<file path="config.mk">
export PLATFORM = sky130hd
export DESIGN_NAME = indexed_list_store_top
export DESIGN_NICKNAME = d
export VERILOG_FILES = /design/src/rtl/ils_pkg.sv /design/src/rtl/ils_cell.sv /design/src/rtl/ils_ctrl.sv /design/src/rtl/indexed_list_store_top.sv
export SDC_FILE = /design/constraint.sdc
export NUM_CORES = 2
export LEC_CHECK = 0
export ABC_AREA = 1
export BUFFER_PORTS_ARGS = -buffer_cell sky130_fd_sc_hd__buf_2
export CORE_MARGIN = 2
export CORE_UTILIZATION = 30
export CTS_CLUSTER_DIAMETER = 200
export DETAILED_ROUTE_END_ITERATION = 10
export PLACE_DENSITY = 0.56
export SLEW_MARGIN = 30
export SYNTH_ARGS = -nofsm -noshare
export SYNTH_HDL_FRONTEND = slang
export SYNTH_SLANG_ARGS = --single-unit
export TNS_END_PERCENT = 50
</file>
<file path="constraint.sdc">
create_clock -name clock -period 38.4 [get_ports clock]
set_clock_uncertainty 0.15 [all_clocks]
set_input_delay 3.84 -clock clock [delete_from_list [all_inputs] [get_ports clock]]
set_output_delay 3.84 -clock clock [all_outputs]
set_load 0.02 [all_outputs]
</file>
<file path="src/rtl/ils_pkg.sv">
// Shared constants, types and codes for the indexed list store.
`timescale 1ns / 1ps
package ils_pkg;

   localparam int CAPACITY = 64;
   localparam int ELEM_W   = 16;
   localparam int IDX_W    = $clog2(CAPACITY);
   localparam int LEN_W    = $clog2(CAPACITY + 1);
   localparam int REQ_IDX_W = 8;
   localparam int RES_W    = ((LEN_W > REQ_IDX_W) ? LEN_W : REQ_IDX_W) + 1;
   localparam int MODE_W   = 3;
   localparam int STATUS_W = 2;
   localparam int VALUE_W  = 16;

   localparam logic [MODE_W-1:0] MODE_GET    = 3'd0;
   localparam logic [MODE_W-1:0] MODE_SET    = 3'd1;
   localparam logic [MODE_W-1:0] MODE_DEL    = 3'd2;
   localparam logic [MODE_W-1:0] MODE_APPEND = 3'd3;
   localparam logic [MODE_W-1:0] MODE_INSERT = 3'd4;

   localparam logic [STATUS_W-1:0] STATUS_OK   = 2'd0;
   localparam logic [STATUS_W-1:0] STATUS_OOB  = 2'd1;
   localparam logic [STATUS_W-1:0] STATUS_FULL = 2'd2;

   typedef enum logic [1:0] {
      CELL_HOLD,
      CELL_WRITE,
      CELL_INSERT,
      CELL_DELETE
   } cell_op_type;

   typedef struct packed {
      cell_op_type        op;
      logic [IDX_W-1:0]   pos;
      logic [ELEM_W-1:0]  value;
      logic               rd_load;
      logic               rd_shift;
   } cell_ctl_type;

   typedef enum logic {
      ST_IDLE,
      ST_READ
   } state_type;

endpackage

</file>
<file path="src/rtl/ils_cell.sv">
// One storage cell of the list chain: an element word and a read shift stage.
`timescale 1ns / 1ps
module ils_cell (
   input  logic                         clock,
   input  ils_pkg::cell_ctl_type        ctl,
   input  logic [ils_pkg::IDX_W-1:0]    cell_pos,
   input  logic [ils_pkg::ELEM_W-1:0]   prev_elem,
   input  logic [ils_pkg::ELEM_W-1:0]   next_elem,
   input  logic [ils_pkg::ELEM_W-1:0]   next_rd,
   output logic [ils_pkg::ELEM_W-1:0]   elem,
   output logic [ils_pkg::ELEM_W-1:0]   rd
);
   import ils_pkg::*;

   logic [ELEM_W-1:0] elem_ff, elem_in;
   logic [ELEM_W-1:0] rd_ff, rd_in;

   always_comb begin
      elem_in = elem_ff;
      case (ctl.op)
         CELL_WRITE: begin
            if (cell_pos == ctl.pos) elem_in = ctl.value;
         end
         CELL_INSERT: begin
            if (cell_pos == ctl.pos) elem_in = ctl.value;
            else if (cell_pos > ctl.pos) elem_in = prev_elem;
         end
         CELL_DELETE: begin
            if (cell_pos >= ctl.pos) elem_in = next_elem;
         end
         default: elem_in = elem_ff;
      endcase

      rd_in = rd_ff;
      if (ctl.rd_load) rd_in = elem_ff;
      else if (ctl.rd_shift) rd_in = next_rd;
   end

   always_ff @(posedge clock) begin
      elem_ff <= elem_in;
      rd_ff   <= rd_in;
   end

   assign elem = elem_ff;
   assign rd   = rd_ff;

endmodule

</file>
<file path="src/rtl/ils_ctrl.sv">
// Request decode, length register, get sequencer and response register.
`timescale 1ns / 1ps
module ils_ctrl (
   input  logic                            clock,
   input  logic                            reset,
   input  logic                            start,
   output logic                            busy,
   input  logic [ils_pkg::MODE_W-1:0]      req_mode,
   input  logic signed [ils_pkg::REQ_IDX_W-1:0] req_index,
   input  logic [ils_pkg::VALUE_W-1:0]     req_value,
   input  logic [ils_pkg::ELEM_W-1:0]      head_rd,
   output ils_pkg::cell_ctl_type           ctl,
   output logic                            rsp_valid,
   output logic [ils_pkg::VALUE_W-1:0]     rsp_read_value,
   output logic [ils_pkg::STATUS_W-1:0]    rsp_status,
   output logic [ils_pkg::LEN_W-1:0]       rsp_length
);
   import ils_pkg::*;

   state_type            state_ff, state_in;
   logic [LEN_W-1:0]     len_ff, len_in;
   logic [IDX_W-1:0]     cnt_ff, cnt_in;
   logic                 rsp_valid_ff, rsp_valid_in;
   logic [VALUE_W-1:0]   read_value_ff, read_value_in;
   logic [STATUS_W-1:0]  status_ff, status_in;

   logic                 accept;
   logic signed [RES_W-1:0] idx_ext, len_ext, res;
   logic                 in_range, full;
   logic [IDX_W-1:0]     ins_pos;

   always_comb begin
      accept   = start && (state_ff == ST_IDLE);
      idx_ext  = RES_W'(req_index);
      len_ext  = $signed(RES_W'(len_ff));
      res      = (idx_ext < 0) ? (idx_ext + len_ext) : idx_ext;
      in_range = (res >= 0) && (res < len_ext);
      full     = (len_ff == LEN_W'(CAPACITY));
      if (res < 0) ins_pos = '0;
      else if (res > len_ext) ins_pos = len_ff[IDX_W-1:0];
      else ins_pos = res[IDX_W-1:0];
   end

   always_comb begin
      state_in      = state_ff;
      len_in        = len_ff;
      cnt_in        = cnt_ff;
      rsp_valid_in  = 1'b0;
      read_value_in = read_value_ff;
      status_in     = status_ff;
      ctl.op        = CELL_HOLD;
      ctl.pos       = res[IDX_W-1:0];
      ctl.value     = ELEM_W'(req_value);
      ctl.rd_load   = 1'b0;
      ctl.rd_shift  = 1'b0;

      case (state_ff)
         ST_IDLE: begin
            if (accept) begin
               rsp_valid_in  = 1'b1;
               read_value_in = '0;
               status_in     = STATUS_OK;
               case (req_mode)
                  MODE_GET: begin
                     if (in_range) begin
                        rsp_valid_in = 1'b0;
                        ctl.rd_load  = 1'b1;
                        cnt_in       = res[IDX_W-1:0];
                        state_in     = ST_READ;
                     end else begin
                        status_in = STATUS_OOB;
                     end
                  end
                  MODE_SET: begin
                     if (in_range) ctl.op = CELL_WRITE;
                     else status_in = STATUS_OOB;
                  end
                  MODE_DEL: begin
                     if (in_range) begin
                        ctl.op = CELL_DELETE;
                        len_in = len_ff - LEN_W'(1);
                     end else begin
                        status_in = STATUS_OOB;
                     end
                  end
                  MODE_APPEND: begin
                     if (full) begin
                        status_in = STATUS_FULL;
                     end else begin
                        ctl.op  = CELL_WRITE;
                        ctl.pos = len_ff[IDX_W-1:0];
                        len_in  = len_ff + LEN_W'(1);
                     end
                  end
                  MODE_INSERT: begin
                     if (full) begin
                        status_in = STATUS_FULL;
                     end else begin
                        ctl.op  = CELL_INSERT;
                        ctl.pos = ins_pos;
                        len_in  = len_ff + LEN_W'(1);
                     end
                  end
                  default: status_in = STATUS_OK;
               endcase
            end
         end
         ST_READ: begin
            if (cnt_ff == '0) begin
               rsp_valid_in  = 1'b1;
               read_value_in = VALUE_W'(head_rd);
               status_in     = STATUS_OK;
               state_in      = ST_IDLE;
            end else begin
               ctl.rd_shift = 1'b1;
               cnt_in       = cnt_ff - IDX_W'(1);
            end
         end
         default: state_in = ST_IDLE;
      endcase
   end

   always_ff @(posedge clock) begin
      if (reset) begin
         state_ff     <= ST_IDLE;
         len_ff       <= '0;
         rsp_valid_ff <= 1'b0;
      end else begin
         state_ff     <= state_in;
         len_ff       <= len_in;
         rsp_valid_ff <= rsp_valid_in;
      end
      cnt_ff        <= cnt_in;
      read_value_ff <= read_value_in;
      status_ff     <= status_in;
   end

   assign busy           = (state_ff == ST_READ);
   assign rsp_valid      = rsp_valid_ff;
   assign rsp_read_value = read_value_ff;
   assign rsp_status     = status_ff;
   assign rsp_length     = len_ff;

   a_no_rsp_while_reading: assert property (@(posedge clock) disable iff (reset)
      (state_ff == ST_READ) |-> !rsp_valid_ff)
      else $error("response during get sequence");

   a_get_enters_read: assert property (@(posedge clock) disable iff (reset)
      (accept && req_mode == MODE_GET && in_range) |=> (state_ff == ST_READ))
      else $error("in-range get did not start read sequence");

   a_len_stable_in_read: assert property (@(posedge clock) disable iff (reset)
      (state_ff == ST_READ) |=> (len_ff == $past(len_ff)))
      else $error("length changed during get sequence");

   a_single_cycle_rsp: assert property (@(posedge clock) disable iff (reset)
      (accept && req_mode != MODE_GET) |=> rsp_valid_ff)
      else $error("missing response for one-cycle request");

   a_len_bound: assert property (@(posedge clock) disable iff (reset)
      rsp_valid_ff |-> (len_ff <= LEN_W'(CAPACITY)))
      else $error("length above capacity");

endmodule

</file>
<file path="src/rtl/indexed_list_store_top.sv">
// Top level of the indexed list store: control plus a chain of storage cells.
`timescale 1ns / 1ps
// Set, delete, append, insert, unknown modes and out-of-range or full requests
// leave busy low, and the response strobes on rsp_valid in the cycle after
// start. A get at resolved index k raises busy while the ST_READ state shifts
// the copied words down the cell chain to cell 0, one cell per cycle; its
// response strobes after the count reaches zero. Responses cannot be stalled.
module indexed_list_store_top (
   input  logic                                 clock,
   input  logic                                 reset,
   input  logic                                 start,
   output logic                                 busy,
   input  logic [ils_pkg::MODE_W-1:0]           req_mode,
   input  logic signed [ils_pkg::REQ_IDX_W-1:0] req_index,
   input  logic [ils_pkg::VALUE_W-1:0]          req_value,
   output logic                                 rsp_valid,
   output logic [ils_pkg::VALUE_W-1:0]          rsp_read_value,
   output logic [ils_pkg::STATUS_W-1:0]         rsp_status,
   output logic [ils_pkg::LEN_W-1:0]            rsp_length
);
   import ils_pkg::*;

   cell_ctl_type      ctl;
   logic [ELEM_W-1:0] elem_w [CAPACITY];
   logic [ELEM_W-1:0] rd_w   [CAPACITY];

   ils_ctrl u_ctrl (
      .clock          (clock),
      .reset          (reset),
      .start          (start),
      .busy           (busy),
      .req_mode       (req_mode),
      .req_index      (req_index),
      .req_value      (req_value),
      .head_rd        (rd_w[0]),
      .ctl            (ctl),
      .rsp_valid      (rsp_valid),
      .rsp_read_value (rsp_read_value),
      .rsp_status     (rsp_status),
      .rsp_length     (rsp_length)
   );

   for (genvar i = 0; i < CAPACITY; i++) begin : g_cell
      logic [ELEM_W-1:0] prev_elem, next_elem, next_rd;
      if (i == 0) begin : g_head
         assign prev_elem = ctl.value;
      end else begin : g_mid
         assign prev_elem = elem_w[i-1];
      end
      if (i == CAPACITY - 1) begin : g_tail
         assign next_elem = '0;
         assign next_rd   = '0;
      end else begin : g_body
         assign next_elem = elem_w[i+1];
         assign next_rd   = rd_w[i+1];
      end

      ils_cell u_cell (
         .clock     (clock),
         .ctl       (ctl),
         .cell_pos  (IDX_W'(i)),
         .prev_elem (prev_elem),
         .next_elem (next_elem),
         .next_rd   (next_rd),
         .elem      (elem_w[i]),
         .rd        (rd_w[i])
      );
   end

endmodule
</file>
==> metrics.txt <==
# TYPE chip_impl_metric gauge
chip_impl_info{name="outcome",value="complete, no violations"} 1
chip_impl_metric{name="total_leakage_power",unit="uW"} 0.0446
chip_impl_metric{name="period_share",unit=""} 0.287
chip_impl_metric{name="synth_nets",unit=""} 11771
chip_impl_metric{name="setup_total_negative_slack",unit="ns"} 0
chip_impl_metric{name="synth-seq-cells",unit=""} 2081
chip_impl_metric{name="number_of_resized_instances_in_the_post_cts_repair_step",unit=""} 0
chip_impl_metric{name="die_area",unit="sq um"} 355000
chip_impl_metric{name="routedWlPerCell",unit="um"} 22.2
chip_impl_metric{name="max-clock-path-buffers",unit=""} 4
chip_impl_metric{name="netlist-cell-type-count",unit=""} 49
chip_impl_metric{name="dp_hpwl",unit="um"} 217000
chip_impl_metric{name="setup-violations-final",unit=""} 0
chip_impl_metric{name="final-hold-violation-count",unit=""} 0
chip_impl_metric{name="synth.yosys.seq_area_share",unit=""} 0.593
chip_impl_metric{name="clk_pin_slew",unit="ns"} 0.06
chip_impl_metric{name="yosysTopAreaCellShare",unit=""} 0.592
chip_impl_metric{name="critical_path.max_fanout",unit=""} 77
chip_impl_metric{name="reg2regPathDepth",unit=""} 21
chip_impl_metric{name="die_height",unit="um"} 596
chip_impl_info{name="path_type_of_the_worst_setup_path",value="in -> reg"} 1
chip_impl_metric{name="worstMarginPinSlew",unit="ns"} 1.18
chip_impl_metric{name="grt_overflow_total",unit=""} 0
chip_impl_metric{name="first_pass_grt_wire_length",unit="um"} 534000
chip_impl_metric{name="yosys.area_share.xor_xnor",unit=""} 0.00100
chip_impl_metric{name="cts_setup_buffers",unit=""} 0
chip_impl_info{name="synthFlopType",value="sky130_fd_sc_hd__edfxtp_1"} 1
chip_impl_metric{name="post_cts_hold_buffer_count",unit=""} 0
chip_impl_metric{name="clock_insertion_delay_at_the_later_pin_of_the_skew_report",unit="ns"} 0.91
chip_impl_metric{name="floorplan.initialDensity",unit=""} 0.301
chip_impl_metric{name="fraction_of_the_mapped_netlist_area_in_compound_gates",unit=""} 0.0591
chip_impl_metric{name="synthesized_cell_area",unit="sq um"} 105000
chip_impl_metric{name="avgViaCountPerCell",unit=""} 5.31
chip_impl_info{name="rsz0062_at_grt",value="false"} 1
chip_impl_metric{name="maxCapViolCount",unit=""} 0
chip_impl_metric{name="place.gp.congestion",unit=""} 0.854
chip_impl_metric{name="cts.sinks",unit=""} 2081
chip_impl_info{name="combinational_family_with_the_most_area_after_synthesis",value="simple AND/OR/NAND/NOR gates"} 1
chip_impl_metric{name="globalRouteTotalUtil",unit=""} 0.194
chip_impl_metric{name="drt_iter0_markers",unit=""} 11385
chip_impl_metric{name="synthCells",unit=""} 11718
chip_impl_metric{name="first_global_vias",unit=""} 80709
chip_impl_metric{name="synth-simple-area-share",unit=""} 0.266
chip_impl_metric{name="worst_hold_slack",unit="ns"} 0.349
chip_impl_metric{name="muxShareOfSynthArea",unit=""} 0.000631
chip_impl_info{name="post_synth_main_area_contributors",value="sky130_fd_sc_hd__edfxtp_1, sky130_fd_sc_hd__nand3_1, sky130_fd_sc_hd__nand2_1, sky130_fd_sc_hd__o21ai_0, sky130_fd_sc_hd__inv_1"} 1
chip_impl_metric{name="cp.buffers_inverters",unit=""} 6
chip_impl_info{name="layout.cells.most_common_list",value="sky130_fd_sc_hd__nand2_1, sky130_fd_sc_hd__nand3_1, sky130_fd_sc_hd__edfxtp_1"} 1
chip_impl_info{name="critPathLaunchType",value="input port"} 1
chip_impl_metric{name="post_route_cells_drive_above_1_share",unit=""} 0.0632
chip_impl_info{name="most_common_cell_after_layout_fill_and_taps_aside",value="sky130_fd_sc_hd__nand2_1"} 1
chip_impl_metric{name="io_buffer_count",unit=""} 56
chip_impl_metric{name="critical_path.max_stage_delay",unit="ns"} 0.88
chip_impl_metric{name="final-max-slew-violation-count",unit=""} 0
chip_impl_metric{name="hold_depth",unit=""} 2
chip_impl_metric{name="area_growth_syn_to_layout",unit="%"} 10.6
chip_impl_info{name="critPathSlowestCell",value="sky130_fd_sc_hd__nand2_4"} 1
chip_impl_metric{name="synth-edff-count",unit=""} 2072
chip_impl_metric{name="ys.warnings.count",unit=""} 0
chip_impl_metric{name="io_pins",unit=""} 57
chip_impl_info{name="synth.largest_area_cell",value="sky130_fd_sc_hd__edfxtp_1"} 1
chip_impl_metric{name="irDropWorstVdd",unit="mV"} 0.0397
chip_impl_metric{name="achievable-frequency",unit="MHz"} 90.7
chip_impl_metric{name="ys_async_sr_fraction",unit=""} 0
chip_impl_info{name="tritoncts",value="yes"} 1
chip_impl_info{name="crit_path_cells",value="buf_2 -> ha_1 -> fa_1 -> nand3_1 -> nand2_1 -> xor2_1 -> nand2_1 -> nand2_1 -> ha_1 -> nand2_1 -> inv_1 -> nand2_1 -> nand3_1 -> nand2_1 -> nand3_4 -> nor2_1 -> nand3_4 -> nand2_4 -> buf_4 -> buf_4 -> buf_4 -> buf_4"} 1
chip_impl_metric{name="fin_nets",unit=""} 11364
chip_impl_metric{name="final_period_minus_worst_setup_slack",unit="ns"} 11.02
chip_impl_metric{name="slew_headroom",unit=""} 0.213
chip_impl_info{name="worstReg2RegStart",value="u_ctrl.rsp_length[0]"} 1
chip_impl_info{name="timing.rr.end",value="g_cell[15].u_cell.rd[7]"} 1
chip_impl_metric{name="synth-adder-area-share",unit=""} 0.00288
chip_impl_metric{name="synthesis.area_per_instance",unit="sq um"} 8.97
chip_impl_metric{name="drt-pass1-iter-count",unit=""} 6
chip_impl_metric{name="design.core.area",unit="sq um"} 349000
chip_impl_metric{name="cts_max_level",unit=""} 4
chip_impl_metric{name="cts_buffers",unit=""} 223
chip_impl_metric{name="regToRegSetupSlack",unit="ns"} 29.90
chip_impl_metric{name="routed-via-count",unit=""} 85368
chip_impl_metric{name="power.density_cell_area",unit="nW/um^2"} 43.7
chip_impl_info{name="path_delay_family",value="buffers and inverters"} 1
chip_impl_metric{name="drc",unit=""} 0
chip_impl_metric{name="timing.critical_path.arrival",unit="ns"} 11.37
chip_impl_metric{name="fp-row-count",unit=""} 217
chip_impl_info{name="clk_root_buffer_cell",value="sky130_fd_sc_hd__clkbuf_16"} 1
chip_impl_metric{name="wirelength",unit="um"} 357000
chip_impl_info{name="cpMostUsedCell",value="sky130_fd_sc_hd__nand2_1"} 1
chip_impl_metric{name="worstPathRequired",unit="ns"} 38.74
chip_impl_info{name="holdPathEnd",value="u_ctrl.rsp_read_value[2]"} 1
chip_impl_metric{name="grt_start_max_net_pins",unit=""} 270
chip_impl_info{name="hold_path.class",value="reg -> reg"} 1
chip_impl_info{name="hold_path.startpoint",value="g_cell[0].u_cell.rd[2]"} 1
chip_impl_metric{name="dieWidth",unit="um"} 596
chip_impl_info{name="crit_path_end_kind",value="flip-flop"} 1
chip_impl_metric{name="final_antenna_net_count",unit=""} 0
chip_impl_metric{name="grt_antenna_before_repair",unit=""} 2
## metrics by stage
step                cells  cell area, sq um   util  total power (uW)  setup WS (ns)
floorplan           11718            105000      -              2900           7.96
global placement    15673            109000  0.313              3060          26.41
detailed placement  15677            110000  0.314              3060          26.41
CTS                 16057            116000  0.332              5090          27.33
global route        16065            116000  0.333              5220          26.77
finish              16066            116000  0.333              5080          27.38
## sequential cells by signal, indices dropped and copies added, names as in the netlist
register	flops
u_ctrl.cnt_ff	6
g_cell.u_cell.elem	1024
u_ctrl.busy	1
u_ctrl.rsp_status	2
u_ctrl.rsp_length	7
g_cell.u_cell.rd	1024
u_ctrl.rsp_read_value	16
u_ctrl.rsp_valid	1
## cells in the mapped netlist (5+ instances only)
cell type and n:
sky130_fd_sc_hd__o21ai_1 25, sky130_fd_sc_hd__nand3_1 2849, sky130_fd_sc_hd__xor2_1 10, sky130_fd_sc_hd__nand2_2 41, sky130_fd_sc_hd__edfxtp_1 2072, sky130_fd_sc_hd__mux2_2 5
sky130_fd_sc_hd__nor2_1 46, sky130_fd_sc_hd__o22ai_1 5, sky130_fd_sc_hd__clkinv_1 7, sky130_fd_sc_hd__nor2_2 26, sky130_fd_sc_hd__o211ai_1 12, sky130_fd_sc_hd__dfxtp_1 9
sky130_fd_sc_hd__nor3_1 5, sky130_fd_sc_hd__inv_1 1089, sky130_fd_sc_hd__nor2_4 16, sky130_fd_sc_hd__buf_4 15, sky130_fd_sc_hd__buf_2 271, sky130_fd_sc_hd__ha_1 21
sky130_fd_sc_hd__clkbuf_1 573, sky130_fd_sc_hd__nand2_1 3252, sky130_fd_sc_hd__o21ai_0 1082, sky130_fd_sc_hd__nand2_4 6, sky130_fd_sc_hd__buf_1 66, sky130_fd_sc_hd__a21oi_1 55
sky130_fd_sc_hd__inv_2 22, sky130_fd_sc_hd__o21bai_1 20, sky130_fd_sc_hd__nand4_1 78
## metal layers
layer | wire length [um] | track usage
met1 | 157000 | 0.283
met2 | 157000 | 0.294
met3 | 32400 | 0.0275
met4 | 11400 | 0.0598
met5 | 0 | 0
## cells by family (layout without fill, tap and decap cells)
kind of cell	count (synthesis)	after routing
other	0	1
XOR/XNOR	12	12
multiplexers	6	6
AO/OA/AOI/OAI	1214	1214
flip-flops	2081	2081
adder cells (fa/ha/maj)	23	23
AND/OR/NAND/NOR	6336	6336
buffers and inverters	2046	1794
## worst register-to-register path, stage by stage, from the launching register on
cell and delay (ns):
sky130_fd_sc_hd__dfxtp_1 0.46, sky130_fd_sc_hd__ha_1 0.29, sky130_fd_sc_hd__fa_1 0.41, sky130_fd_sc_hd__nand3_1 0.09, sky130_fd_sc_hd__nand2_1 0.14, sky130_fd_sc_hd__xor2_1 0.18
sky130_fd_sc_hd__nand2_1 0.10, sky130_fd_sc_hd__nand2_1 0.11, sky130_fd_sc_hd__ha_1 0.31, sky130_fd_sc_hd__nand2_1 0.08, sky130_fd_sc_hd__inv_1 0.05, sky130_fd_sc_hd__nand2_1 0.05
sky130_fd_sc_hd__nand3_1 0.07, sky130_fd_sc_hd__nand2_1 0.10, sky130_fd_sc_hd__nand3_4 0.13, sky130_fd_sc_hd__nor2_1 0.31, sky130_fd_sc_hd__nand3_4 0.65, sky130_fd_sc_hd__nand2_4 0.90
sky130_fd_sc_hd__buf_4 0.85, sky130_fd_sc_hd__buf_4 0.90, sky130_fd_sc_hd__buf_4 0.84, sky130_fd_sc_hd__buf_4 0.88
## where the power goes
group | internal [uW] | switching, uW
Combinational | 93.4 | 376
Sequential | 2540 | 19.1
Clock | 1120 | 929
## layout make-up
type / instances / area, sq um
Clock buffer: 288 / 5870
Fill cell: 36347 / 233000
Tap cell: 4599 / 5750
Inverter: 1120 / 4250
Clock inverter: 92 / 652
Timing Repair Buffer: 294 / 2420
Antenna cell: 1 / 2.50
Sequential cell: 2081 / 62400
Multi-Input combinational cell: 7591 / 34900
## worst max path at each step
| stage | slack (ns) | start | to | cells past startpoint |
|---|---|---|---|---|
| 2_1_floorplan | 7.96 | req_index[0] | g_cell[0].u_cell.rd[0] | 20 |
| 3_3_place_gp | 26.41 | req_index[0] | g_cell[15].u_cell.rd[10] | 22 |
| 3_5_place_dp | 26.41 | req_index[0] | g_cell[15].u_cell.rd[10] | 18 |
| 4_1_cts | 27.33 | req_index[0] | g_cell[15].u_cell.rd[7] | 18 |
| 5_1_grt | 26.77 | req_index[0] | g_cell[14].u_cell.rd[7] | 22 |
| 6_report | 27.38 | req_index[0] | g_cell[15].u_cell.rd[7] | 22 |
(Power assumes the default switching activity.)
